### config.mk
export PLATFORM = sky130hd
export DESIGN_NAME = stop_line_marker_detector_core
export DESIGN_NICKNAME = d
export VERILOG_FILES = /design/src/rtl/slmd_pkg.sv /design/src/rtl/stop_line_marker_detector_core.sv
export VERILOG_INCLUDE_DIRS = /design/src /design/src/rtl
export SDC_FILE = /design/constraint.sdc
export NUM_CORES = 1
export LEC_CHECK = 0
export BUFFER_PORTS_ARGS = -buffer_cell sky130_fd_sc_hd__buf_4
export CORE_MARGIN = 1.5
export CORE_UTILIZATION = 45
export DETAILED_ROUTE_END_ITERATION = 7
export PLACE_DENSITY_LB_ADDON = 0.1
export SETUP_SLACK_MARGIN = 0.1
export SYNTH_ARGS = -nofsm -noshare
export SYNTH_HDL_FRONTEND = slang
export SYNTH_SLANG_ARGS = --single-unit
### constraint.sdc
create_clock -name clk -period 4.9 [get_ports clk]
set_input_delay 1.225 -clock clk [delete_from_list [all_inputs] [get_ports clk]]
set_output_delay 1.225 -clock clk [all_outputs]
set_load 0.05 [all_outputs]
### src/rtl/assert_macros.svh
`ifndef ASSERT_MACROS_SVH
`define ASSERT_MACROS_SVH

// Concurrent check on the rising clock edge, muted while in reset.
`define SLMD_ASSERT(lbl, prop, msg) \
	lbl: assert property (@(posedge clk) disable iff (!arst_n) (prop)) else $error(msg);

// Condition that must never be seen on a clock edge.
`define SLMD_NEVER(lbl, cond, msg) \
	`SLMD_ASSERT(lbl, !(cond), msg)

`endif

### src/rtl/slmd_pkg.sv
`timescale 1ns / 1ps

package slmd_pkg;

	localparam int S_DATA_W = 72;
	localparam int S_USER_W = 1;
	localparam int M_DATA_W = 48;
	localparam int CFG_IDX_W = 3;
	localparam int CFG_DATA_W = 32;

	// Register indexes of the configuration port
	localparam logic [CFG_IDX_W-1:0] REG_MIN_MARKER_BITS   = 3'd0;
	localparam logic [CFG_IDX_W-1:0] REG_LEAVE_FRAME_LIMIT = 3'd1;
	localparam logic [CFG_IDX_W-1:0] REG_MIN_ELAPSED_MS    = 3'd2;
	localparam logic [CFG_IDX_W-1:0] REG_MIN_TRAVEL_MM     = 3'd3;
	localparam logic [CFG_IDX_W-1:0] REG_MIN_RUN_FRAMES    = 3'd4;

	// Request kinds carried in tuser
	localparam logic REQ_SAMPLE = 1'b0;
	localparam logic REQ_START  = 1'b1;

	localparam logic [7:0] RUN_MAX = 8'hFF;

	// Result item, last field in the lowest bits
	typedef struct packed {
		logic [31:0] center_mm;
		logic        stop_hit;
		logic [7:0]  run_frames;
		logic        candidate;
		logic        left_start;
		logic [3:0]  echo_bits;
	} out_item_t;

	function automatic logic [2:0] popcount4(input logic [3:0] v);
		popcount4 = {2'b00, v[0]} + {2'b00, v[1]} + {2'b00, v[2]} + {2'b00, v[3]};
	endfunction

endpackage

### src/rtl/stop_line_marker_detector_core.sv
`timescale 1ns / 1ps

// Stop line marker detector. Start events (tuser = 1) arm the detector; sensor
// samples (tuser = 0) each return one result transfer, start events return none.
// One item is accepted per clock cycle; a sample's result passes the input register,
// then the result register, before it is offered on the master side, and the
// combinational state update between those registers sets this rate. Backpressure
// on the master side stalls only samples; a start event passes the input register
// without needing a result slot. Configuration is written through the cfg channel,
// which is always ready, and must only change while no item is in flight.

`include "assert_macros.svh"

module stop_line_marker_detector_core (
	input  logic                             clk,
	input  logic                             arst_n,
	input  logic                             s_axis_tvalid,
	output logic                             s_axis_tready,
	// [3:0] sensor_bits, [35:4] travel_mm, [67:36] time_ms, [71:68] zero
	input  logic [slmd_pkg::S_DATA_W-1:0]    s_axis_tdata,
	// [0] req_type
	input  logic [slmd_pkg::S_USER_W-1:0]    s_axis_tuser,
	output logic                             m_axis_tvalid,
	input  logic                             m_axis_tready,
	// [3:0] echo_bits, [4] left_start, [5] candidate, [13:6] run_frames,
	// [14] stop flag, [46:15] center_mm, [47] zero
	output logic [slmd_pkg::M_DATA_W-1:0]    m_axis_tdata,
	input  logic                             cfg_valid,
	output logic                             cfg_ready,
	input  logic [slmd_pkg::CFG_IDX_W-1:0]   cfg_index,
	input  logic [slmd_pkg::CFG_DATA_W-1:0]  cfg_data
);
	import slmd_pkg::*;

	// configuration
	logic [2:0]  min_marker_bits_q;
	logic [7:0]  leave_frame_limit_q;
	logic [31:0] min_elapsed_ms_q;
	logic [31:0] min_travel_mm_q;
	logic [7:0]  min_run_frames_q;

	// detector state
	logic        armed_q, has_left_q, inside_run_q;
	logic [7:0]  clear_count_q, run_count_q;
	logic [31:0] start_time_q, run_first_mm_q, run_last_mm_q;

	logic        armed_n, has_left_n, inside_run_n;
	logic [7:0]  clear_count_n, run_count_n;
	logic [31:0] start_time_n, run_first_mm_n, run_last_mm_n;

	// input register
	logic        valid_s1;
	logic        req_type_s1;
	logic [3:0]  sensor_bits_s1;
	logic [31:0] travel_mm_s1, time_ms_s1;

	// result register
	logic        valid_s2;
	out_item_t   item_s2;
	out_item_t   item_n;

	logic        out_free, adv_s1, s_take;
	logic        marker, gate_closed;
	logic [7:0]  clear_inc;
	logic [31:0] elapsed, run_span;

	assign cfg_ready = 1'b1;

	always_ff @(posedge clk or negedge arst_n) begin
		if (!arst_n) begin
			min_marker_bits_q   <= 3'd3;
			leave_frame_limit_q <= 8'd5;
			min_elapsed_ms_q    <= 32'd1000;
			min_travel_mm_q     <= 32'd500;
			min_run_frames_q    <= 8'd3;
		end else if (cfg_valid) begin
			unique case (cfg_index)
				REG_MIN_MARKER_BITS:   min_marker_bits_q   <= cfg_data[2:0];
				REG_LEAVE_FRAME_LIMIT: leave_frame_limit_q <= cfg_data[7:0];
				REG_MIN_ELAPSED_MS:    min_elapsed_ms_q    <= cfg_data;
				REG_MIN_TRAVEL_MM:     min_travel_mm_q     <= cfg_data;
				REG_MIN_RUN_FRAMES:    min_run_frames_q    <= cfg_data[7:0];
				default: ;
			endcase
		end
	end

	// Handshake: a start event leaves s1 without a result slot
	assign out_free      = !valid_s2 || m_axis_tready;
	assign adv_s1        = valid_s1 && (req_type_s1 == REQ_START || out_free);
	assign s_axis_tready = !valid_s1 || adv_s1;
	assign s_take        = s_axis_tvalid && s_axis_tready;

	always_ff @(posedge clk or negedge arst_n) begin
		if (!arst_n) begin
			valid_s1 <= 1'b0;
		end else if (s_take) begin
			valid_s1 <= 1'b1;
		end else if (adv_s1) begin
			valid_s1 <= 1'b0;
		end
	end

	always_ff @(posedge clk) begin
		if (s_take) begin
			req_type_s1    <= s_axis_tuser[0];
			sensor_bits_s1 <= s_axis_tdata[3:0];
			travel_mm_s1   <= s_axis_tdata[35:4];
			time_ms_s1     <= s_axis_tdata[67:36];
		end
	end

	assign marker      = popcount4(sensor_bits_s1) >= min_marker_bits_q;
	assign clear_inc   = clear_count_q + 8'd1;
	assign elapsed     = time_ms_s1 - start_time_q;
	assign gate_closed = (elapsed < min_elapsed_ms_q) || (travel_mm_s1 < min_travel_mm_q);
	assign run_span    = run_last_mm_q - run_first_mm_q;

	always_comb begin
		armed_n        = armed_q;
		has_left_n     = has_left_q;
		inside_run_n   = inside_run_q;
		clear_count_n  = clear_count_q;
		run_count_n    = run_count_q;
		start_time_n   = start_time_q;
		run_first_mm_n = run_first_mm_q;
		run_last_mm_n  = run_last_mm_q;

		item_n            = '0;
		item_n.echo_bits  = sensor_bits_s1;
		item_n.left_start = has_left_q;

		if (req_type_s1 == REQ_START) begin
			armed_n        = 1'b1;
			has_left_n     = 1'b0;
			inside_run_n   = 1'b0;
			clear_count_n  = '0;
			run_count_n    = '0;
			start_time_n   = time_ms_s1;
			run_first_mm_n = travel_mm_s1;
			run_last_mm_n  = travel_mm_s1;
		end else if (armed_q) begin
			if (!has_left_q) begin
				if (marker) begin
					clear_count_n = '0;
				end else begin
					clear_count_n = clear_inc;
					if (clear_inc >= leave_frame_limit_q) begin
						has_left_n = 1'b1;
					end
				end
				item_n.left_start = has_left_n;
			end else if (!gate_closed) begin
				if (marker) begin
					inside_run_n = 1'b1;
					if (!inside_run_q) begin
						run_count_n    = 8'd1;
						run_first_mm_n = travel_mm_s1;
					end else if (run_count_q < RUN_MAX) begin
						run_count_n = run_count_q + 8'd1;
					end
					run_last_mm_n     = travel_mm_s1;
					item_n.candidate  = 1'b1;
					item_n.run_frames = run_count_n;
				end else if (inside_run_q) begin
					if (run_count_q >= min_run_frames_q) begin
						item_n.stop_hit  = 1'b1;
						item_n.center_mm = run_first_mm_q + {1'b0, run_span[31:1]};
					end
					inside_run_n = 1'b0;
					run_count_n  = '0;
				end
			end
		end
	end

	always_ff @(posedge clk or negedge arst_n) begin
		if (!arst_n) begin
			armed_q        <= 1'b0;
			has_left_q     <= 1'b0;
			inside_run_q   <= 1'b0;
			clear_count_q  <= '0;
			run_count_q    <= '0;
			start_time_q   <= '0;
			run_first_mm_q <= '0;
			run_last_mm_q  <= '0;
		end else if (adv_s1) begin
			armed_q        <= armed_n;
			has_left_q     <= has_left_n;
			inside_run_q   <= inside_run_n;
			clear_count_q  <= clear_count_n;
			run_count_q    <= run_count_n;
			start_time_q   <= start_time_n;
			run_first_mm_q <= run_first_mm_n;
			run_last_mm_q  <= run_last_mm_n;
		end
	end

	always_ff @(posedge clk or negedge arst_n) begin
		if (!arst_n) begin
			valid_s2 <= 1'b0;
		end else if (adv_s1 && req_type_s1 == REQ_SAMPLE) begin
			valid_s2 <= 1'b1;
		end else if (m_axis_tready) begin
			valid_s2 <= 1'b0;
		end
	end

	always_ff @(posedge clk) begin
		if (adv_s1 && req_type_s1 == REQ_SAMPLE) begin
			item_s2 <= item_n;
		end
	end

	assign m_axis_tvalid = valid_s2;
	assign m_axis_tdata  = {1'b0, item_s2};

	`SLMD_NEVER(a_stop_not_candidate, valid_s2 && item_s2.stop_hit && item_s2.candidate, "stop event reported inside a run")
	`SLMD_NEVER(a_candidate_counts, valid_s2 && item_s2.candidate && item_s2.run_frames == 8'd0, "candidate with zero run length")
	`SLMD_ASSERT(a_run_needs_departure, inside_run_q |-> (armed_q && has_left_q && run_count_q != 8'd0), "run open before departure")
	`SLMD_ASSERT(a_center_only_on_stop, (valid_s2 && !item_s2.stop_hit) |-> item_s2.center_mm == 32'd0, "center without stop event")

endmodule
==> impl_metrics.json, run 1 <==
{
  "status": "finished with violations",
  "violations": "negative setup slack",
  "fin_crit_sh": 1.01,
  "slowest_delay_ns": 0.44,
  "cp_cell_sequence": "ha_4, buf_6, a21o_1, a21o_1, a21o_1, o31ai_2, buf_4, nor3_2, o21a_1, o2111ai_2, a21o_1, a32oi_1, xnor2_1, ha_1, nand4_1, nor2_2, and3_4, o211ai_1, a21oi_4, nand2b_4, o21ai_4, buf_6, buf_16, mux2_2",
  "syn_avg_cell_area_um2": 10.5,
  "die_y_um": 203,
  "critical_path_class": "flop to flop",
  "design_area_um2": 23100,
  "placed_area_um2": 20600,
  "min_path_cells": 0,
  "path_buf_inv": 4,
  "core_um2": 39600,
  "rows": 73,
  "netlist_area_um2": 18100,
  "yosysTopAreaCellShare": 0.252,
  "grt_max_degree": 89,
  "final_layout_size_suffix_gt1_frac": 0.291,
  "leakagePower_uw": 0.0106,
  "relSlewSlack": 0.262,
  "cp.required_ns": 5.33,
  "vias": 13100,
  "synth_compound_area_frac": 0.150,
  "cpLargestDelayFamily": "compound AO/OA/AOI/OAI gates",
  "slowest_stage": "edfxtp_1",
  "route.detailed.drc": 0,
  "clkTransAtPathRegs_ns": 0.06,
  "worst_setup_path_start_kind": "flop",
  "synth.area.top_cells": "dfrtp_1, edfxtp_1, ha_1, mux2_2, o21ai_0",
  "tightest_slew_ns": 1.10,
  "synth_seq_cells": 316,
  "drt_pass1_iterations": 5,
  "finalClockSkew_ns": 0.0195,
  "maxCapViolations": 0,
  "ir_drop_v": 0.000266,
  "timing.final.ws_setup_ns": -0.0603,
  "grt_pass1_wl_mm": 65.3,
  "p_sw_frac": 0.377,
  "grt-busiest-layer": "met2",
  "synthMostInstantiatedCell": "dfrtp_1",
  "antenna_cells": 0,
  "port_buffers": 157,
  "synth.distinct_cells": 67,
  "setup_viol": 16,
  "initialDrtViolationCount": 535,
  "rsz0062_at_grt": "true",
  "grt_overflow": 0,
  "die-area_um2": 41400,
  "syn-num-nets": 2010,
  "pwr-share-comb": 0.506,
  "power.internal_uw": 7740,
  "clkPwrFrac": 0.222,
  "ff2ff_setup_slack_ns": -0.06,
  "worst_r2r_endpoint": "run_first_mm_q[1]",
  "start_util": 0.456,
  "clk_latency_ns": 0.56,
  "cts_inserted_buffers": 38,
  "synthTopCellsByCount": "dfrtp_1, ha_1, inv_1",
  "hold_path_class": "flop to flop",
  "syn_to_final_growth_pct": 27.7,
  "wire_per_inst_um": 16.1,
  "ioPinCount": 164,
  "synth_top_area_cell": "dfrtp_1",
  "post-dp-hpwl_mm": 29.6,
  "fin_crit_ns": 4.96,
  "final_cells": 2565,
  "p_seq_frac": 0.272,
  "synthSimpleGateAreaFrac": 0.0993,
  "synthAdderAreaFrac": 0.127,
  "antenna_found_initial": 0,
  "fmax_mhz": 202,
  "nNetsFinal": 2304,
  "ff2ff_path_depth": 24,
  "power.switching_uw": 4680,
  "cp_common_cell": "a21o_1",
  "gr-usage-met1": 0.268,
  "synthArstFlopShare": 0.633,
  "slew_violations": 0,
  "r2r-start": "time_ms_s1[12]",
  "arrival_ns": 5.39,
  "yosys_most_used_dff": "dfrtp_1",
  "synthXorXnorAreaFrac": 0.0451,
  "use_met2": 0.325,
  "cts_sinks": 316,
  "synth_edf_count": 116,
  "synth_cells": 1716,
  "die_w_um": 203,
  "hold_start": "sensor_bits_s1[2]",
  "drt_wl_total_mm": 41.2,
  "hold_end": "m_axis_tdata[2]",
  "place_congestion": 0.862,
  "cts_tree": "built",
  "cts_root_buf": "clkbuf_16",
  "cts.path.max_buffers": 3,
  "met3_usage": 0.0272,
  "ant_nets": 0,
  "track_usage": 0.197,
  "critPathMaxFanout": 8,
  "via_per_inst": 5.12,
  "hold_viol": 0,
  "yosys_warnings": 0,
  "ys_seq_area_frac": 0.471,
  "htreeDepth": 2,
  "dpl.cell_count": 2459,
  "grt_pass1_vias": 12900,
  "powerDensity_nw_per_um2": 538,
  "synthMuxAreaShare": 0.0635,
  "hold_buffers": 0,
  "endpoint_kind": "flop",
  "fillers": 3448,
  "synth_top_family_by_area": "compound AO/OA/AOI/OAI gates"
}
## kinds of logic after synthesis
logic type	count (synthesis)
DFF	316
adders and majority gates	181
AOI/OAI and AO/OA	429
buffers and inverters	208
and+or+nand+nor	385
other	2
muxes	102
xor gates and xnor gates	93
## per-stage QoR
step	power (uW)	hold slack, ns	setup slack (ns)	utilization	setup TNS, ns
finish	12400	0.468	-0.0603	0.582	-0.571
global route	13400	0.489	-0.289	0.582	-19.90
CTS	12100	0.470	-0.0952	0.568	-2.56
detailed placement	8830	0.454	-0.585	0.520	-54.29
global placement	8730	0.442	-0.524	0.520	-49.78
floorplan	7440	0.433	0.0976	-	0
## cell type report
class | count | area, um2 | share of cell area
repair buffers | 293 | 2480 | 0.108
multi-input cells | 1192 | 9560 | 0.414
inverters | 169 | 642 | 0.0278
clock buffers | 55 | 1120 | 0.0485
clock inverters | 15 | 110 | 0.00477
well taps | 525 | 657 | 0.0285
flip-flops and latches | 316 | 8510 | 0.369
## registers in the layout (all words and copies together) (netlist names), 3 cells and up
name / count
start_time_q: 32
min_run_frames_q: 8
m_axis_tdata: 47
run_first_mm_q: 32
leave_frame_limit_q: 8
time_ms_s1: 32
travel_mm_s1: 32
min_elapsed_ms_q: 32
sensor_bits_s1: 4
clear_count_q: 8
min_travel_mm_q: 32
run_last_mm_q: 32
min_marker_bits_q: 3
run_count_q: 8
## power by group through the flow
stage          Sequential, uW  Combinational [uW]  Clock [uW]
6_report                 3370                6290        2760
5_1_grt                  3420                7030        2930
4_1_cts                  3370                5890        2830
3_5_place_dp             3420                5410           0
3_3_place_gp             3400                5330           0
2_1_floorplan            3400                4040           0
## routing by layer
layer  vias up  wire (um)
met5         -          0
met4         0        951
met3        63       1200
met2       189      19800
met1      6188      19200
li1       6690          -
## placed cells by master, fill, tap and decap left out, types with 10 or more instances in the layout
master,n
nand2_1,130
nor2_1,65
a21oi_1,81
xor2_1,40
o21a_1,15
buf_4,266
buf_6,10
o21bai_1,12
nand4_1,16
clkbuf_16,45
nand3_1,32
a21oi_2,10
nor2b_1,17
dfrtp_1,182
nor2_4,19
mux2_2,72
inv_1,164
a21o_1,75
clkbuf_1,10
nor3_1,16
mux2_4,30
nor2_2,13
dfstp_2,18
a31oi_1,12
ha_1,173
xnor2_1,53
and3_1,13
edfxtp_1,116
nand2b_1,27
o21ai_0,121
## timing repair
action / 4_1_cts / 5_1_grt
gates cloned: 5 / 5
pin swaps: 61 / 46
resized for setup: 110 / 105
setup buffers: 21 / 10
setup endpoints to repair: 115 / 114
## how the worst max path moves through the flow
| stage | endpoint | cells past startpoint | slack [ns] | startpoint |
|---|---|---|---|---|
| floorplan | m_axis_tdata[45] | 21 | 0.1 | run_first_mm_q[2] |
| global placement | run_first_mm_q[31] | 24 | -0.52 | time_ms_s1[0] |
| detailed placement | run_first_mm_q[26] | 24 | -0.59 | time_ms_s1[0] |
| CTS | run_first_mm_q[1] | 25 | -0.1 | time_ms_s1[0] |
| global route | run_first_mm_q[9] | 25 | -0.29 | time_ms_s1[0] |
| finish | run_first_mm_q[1] | 24 | -0.06 | time_ms_s1[12] |
Note: power is estimated with default switching activity, not from simulation.
==> run 2, diff against run 1 <==
--- a/config.mk
+++ b/config.mk
@@ -7,6 +7,7 @@
 export NUM_CORES = 1
 export LEC_CHECK = 0
 export BUFFER_PORTS_ARGS = -buffer_cell sky130_fd_sc_hd__buf_4
+export CORE_ASPECT_RATIO = 1.4
 export CORE_MARGIN = 1.5
 export CORE_UTILIZATION = 45
 export DETAILED_ROUTE_END_ITERATION = 7
==> run 2 against run 1 <==
  * The flow still finishes with violations (negative setup slack)
  * Via count up 0.31%
  * Sequential share of layout area up 0.50 points
  * Worst hold slack worse by 0.0015 ns
  * Combinational power down 8.1%
  * Setup slack worse by 0.11 ns
==> impl_metrics.json, run 2 (synthesis results as in run 1) <==
{
  "status": "finished with violations",
  "violations": "negative setup slack",
  "cts_inserted_buffers": 35,
  "grt_overflow": 0,
  "cts.path.max_buffers": 3,
  "die_w_um": 172,
  "hold_buffers": 0,
  "drt_wl_total_mm": 40.5,
  "fmax_mhz": 197,
  "fillers": 3439,
  "vias": 13200,
  "slew_violations": 0,
  "nNetsFinal": 2299,
  "maxCapViolations": 0,
  "antenna_found_initial": 0,
  "grt_max_degree": 119,
  "multi_input_area_um2": 9320,
  "post-dp-hpwl_mm": 29.8,
  "hold_path_class": "flop to flop",
  "ir_drop_v": 0.000266,
  "ioPinCount": 164,
  "timing.final.ws_setup_ns": -0.174,
  "finalClockSkew_ns": 0.0145,
  "critPathMaxFanout": 6,
  "htreeDepth": 2,
  "cts_root_buf": "clkbuf_16",
  "final_cell_mix": "buf_4, dfrtp_1, ha_1",
  "drt_pass1_iterations": 5,
  "ant_nets": 0,
  "cts_tree": "built",
  "track_usage": 0.199,
  "seq_area_um2": 8510,
  "relSlewSlack": 0.330,
  "fin_crit_ns": 5.07,
  "critical_path_class": "flop to flop",
  "port_buffers": 157,
  "wire_per_inst_um": 15.8,
  "tightest_slew_ns": 1.01,
  "leakagePower_uw": 0.0106,
  "powerDensity_nw_per_um2": 521,
  "final_layout_size_suffix_gt1_frac": 0.260,
  "die_y_um": 240,
  "start_util": 0.458,
  "rsz0062_at_grt": "true",
  "cp.required_ns": 5.30,
  "final_cells": 2559,
  "initialDrtViolationCount": 537,
  "endpoint_kind": "flop",
  "cts_sinks": 316,
  "antenna_cells": 0,
  "grt_pass1_vias": 13200,
  "grt_pass1_wl_mm": 64.7,
  "dpl.cell_count": 2470,
  "placed_area_um2": 20700,
  "design_area_um2": 22800,
  "arrival_ns": 5.48,
  "route.detailed.drc": 0,
  "fin_tns_setup_ns": -6.50,
  "core_um2": 39500,
  "clk_latency_ns": 0.52,
  "p_seq_frac": 0.284,
  "fin_crit_sh": 1.04,
  "clkPwrFrac": 0.229,
  "setup_viol": 84,
  "worst_setup_path_start_kind": "flop",
  "layout_commonest_cell": "buf_4",
  "place_congestion": 0.854,
  "clkTransAtPathRegs_ns": 0.06,
  "pwr-share-comb": 0.487,
  "hold_viol": 0,
  "power.internal_uw": 7640,
  "power.switching_uw": 4230,
  "via_per_inst": 5.15,
  "largest_reg_flops": 47,
  "die-area_um2": 41400,
  "syn_to_final_growth_pct": 26.0,
  "rows": 86,
  "p_sw_frac": 0.356
}
-- run 2: cell count changes in the layout (fill, tap and decap cells not counted), sizes merged --
cell	previous run	this run
buf	288	287
inv	173	170
clkinv	9	5
clkbuf	60	59
-- run 2: timing repair --
item                                    4_1_cts  5_1_grt
resized for setup                           111       43
cloned                                        5        4
endpoints found under the setup margin      115      115
pin swaps                                    15       15
buffers inserted                             16        6
-- run 2: critical path: stages (launching register included) --
cell	delay [ns]
edfxtp_1	0.40
ha_1	0.36
o21ai_0	0.13
buf_4	0.16
o21a_1	0.17
o21ai_1	0.26
o31ai_2	0.11
buf_4	0.14
nor3_1	0.12
o21a_1	0.17
o2111ai_2	0.12
a21o_1	0.21
a32oi_1	0.21
xnor2_1	0.10
ha_1	0.29
nand4_1	0.14
nor2_2	0.17
and3_4	0.21
o211ai_1	0.16
a21oi_4	0.27
nand2b_4	0.10
buf_6	0.13
a21oi_4	0.18
buf_6	0.15
clkbuf_16	0.16
mux2_4	0.29
-- run 2: routing by layer --
| metal | vias up | share of wire | GRT usage |
|---|---|---|---|
| met5 | - | 0 | 0 |
| met4 | 0 | 0.034 | 0.0743 |
| met3 | 77 | 0.028 | 0.0265 |
| met2 | 196 | 0.52 | 0.362 |
| met1 | 6213 | 0.42 | 0.235 |
| li1 | 6685 | - | - |
-- run 2: stage by stage --
stage	total power, uW	hold slack, ns	setup slack [ns]	util
global route	12800	0.473	-0.437	0.577
CTS	11900	0.465	-0.236	0.570
floorplan	7440	0.433	0.0976	-
global placement	8840	0.443	-0.571	0.523
finish	11900	0.467	-0.174	0.577
detailed placement	8950	0.450	-0.671	0.523
-- run 2: final cells by class --
cell class,count,share of cell area
sequential,316,0.374
clock buffer,55,0.0506
tap,528,0.0290
clock inverter,8,0.00302
multi-input combinational,1192,0.409
inverter,169,0.0280
timing repair buffer,291,0.106
-- run 2: power groups by stage --
| stage | Clock [uW] | Combinational (uW) | Sequential [uW] |
|---|---|---|---|
| 6_report | 2720 | 5780 | 3370 |
| 5_1_grt | 2890 | 6510 | 3420 |
| 4_1_cts | 2800 | 5740 | 3370 |
| 3_5_place_dp | 0 | 5540 | 3410 |
| 3_3_place_gp | 0 | 5440 | 3400 |
| 2_1_floorplan | 0 | 4040 | 3400 |
-- run 2: final timing paths --
path	cells past startpoint	startpoint	slack (ns)	endpoint
setup / recovery	25	time_ms_s1[10]	-0.17	run_last_mm_q[24]
hold / removal	0	sensor_bits_s1[3]	0.47	m_axis_tdata[3]
setup reg to reg	25	time_ms_s1[10]	-0.17	run_last_mm_q[24]
hold reg to reg	0	sensor_bits_s1[3]	0.47	m_axis_tdata[3]
max in group asynchronous	2	arst_n	2.91	run_first_mm_q[30]
min in group asynchronous	1	arst_n	0.84	start_time_q[1]
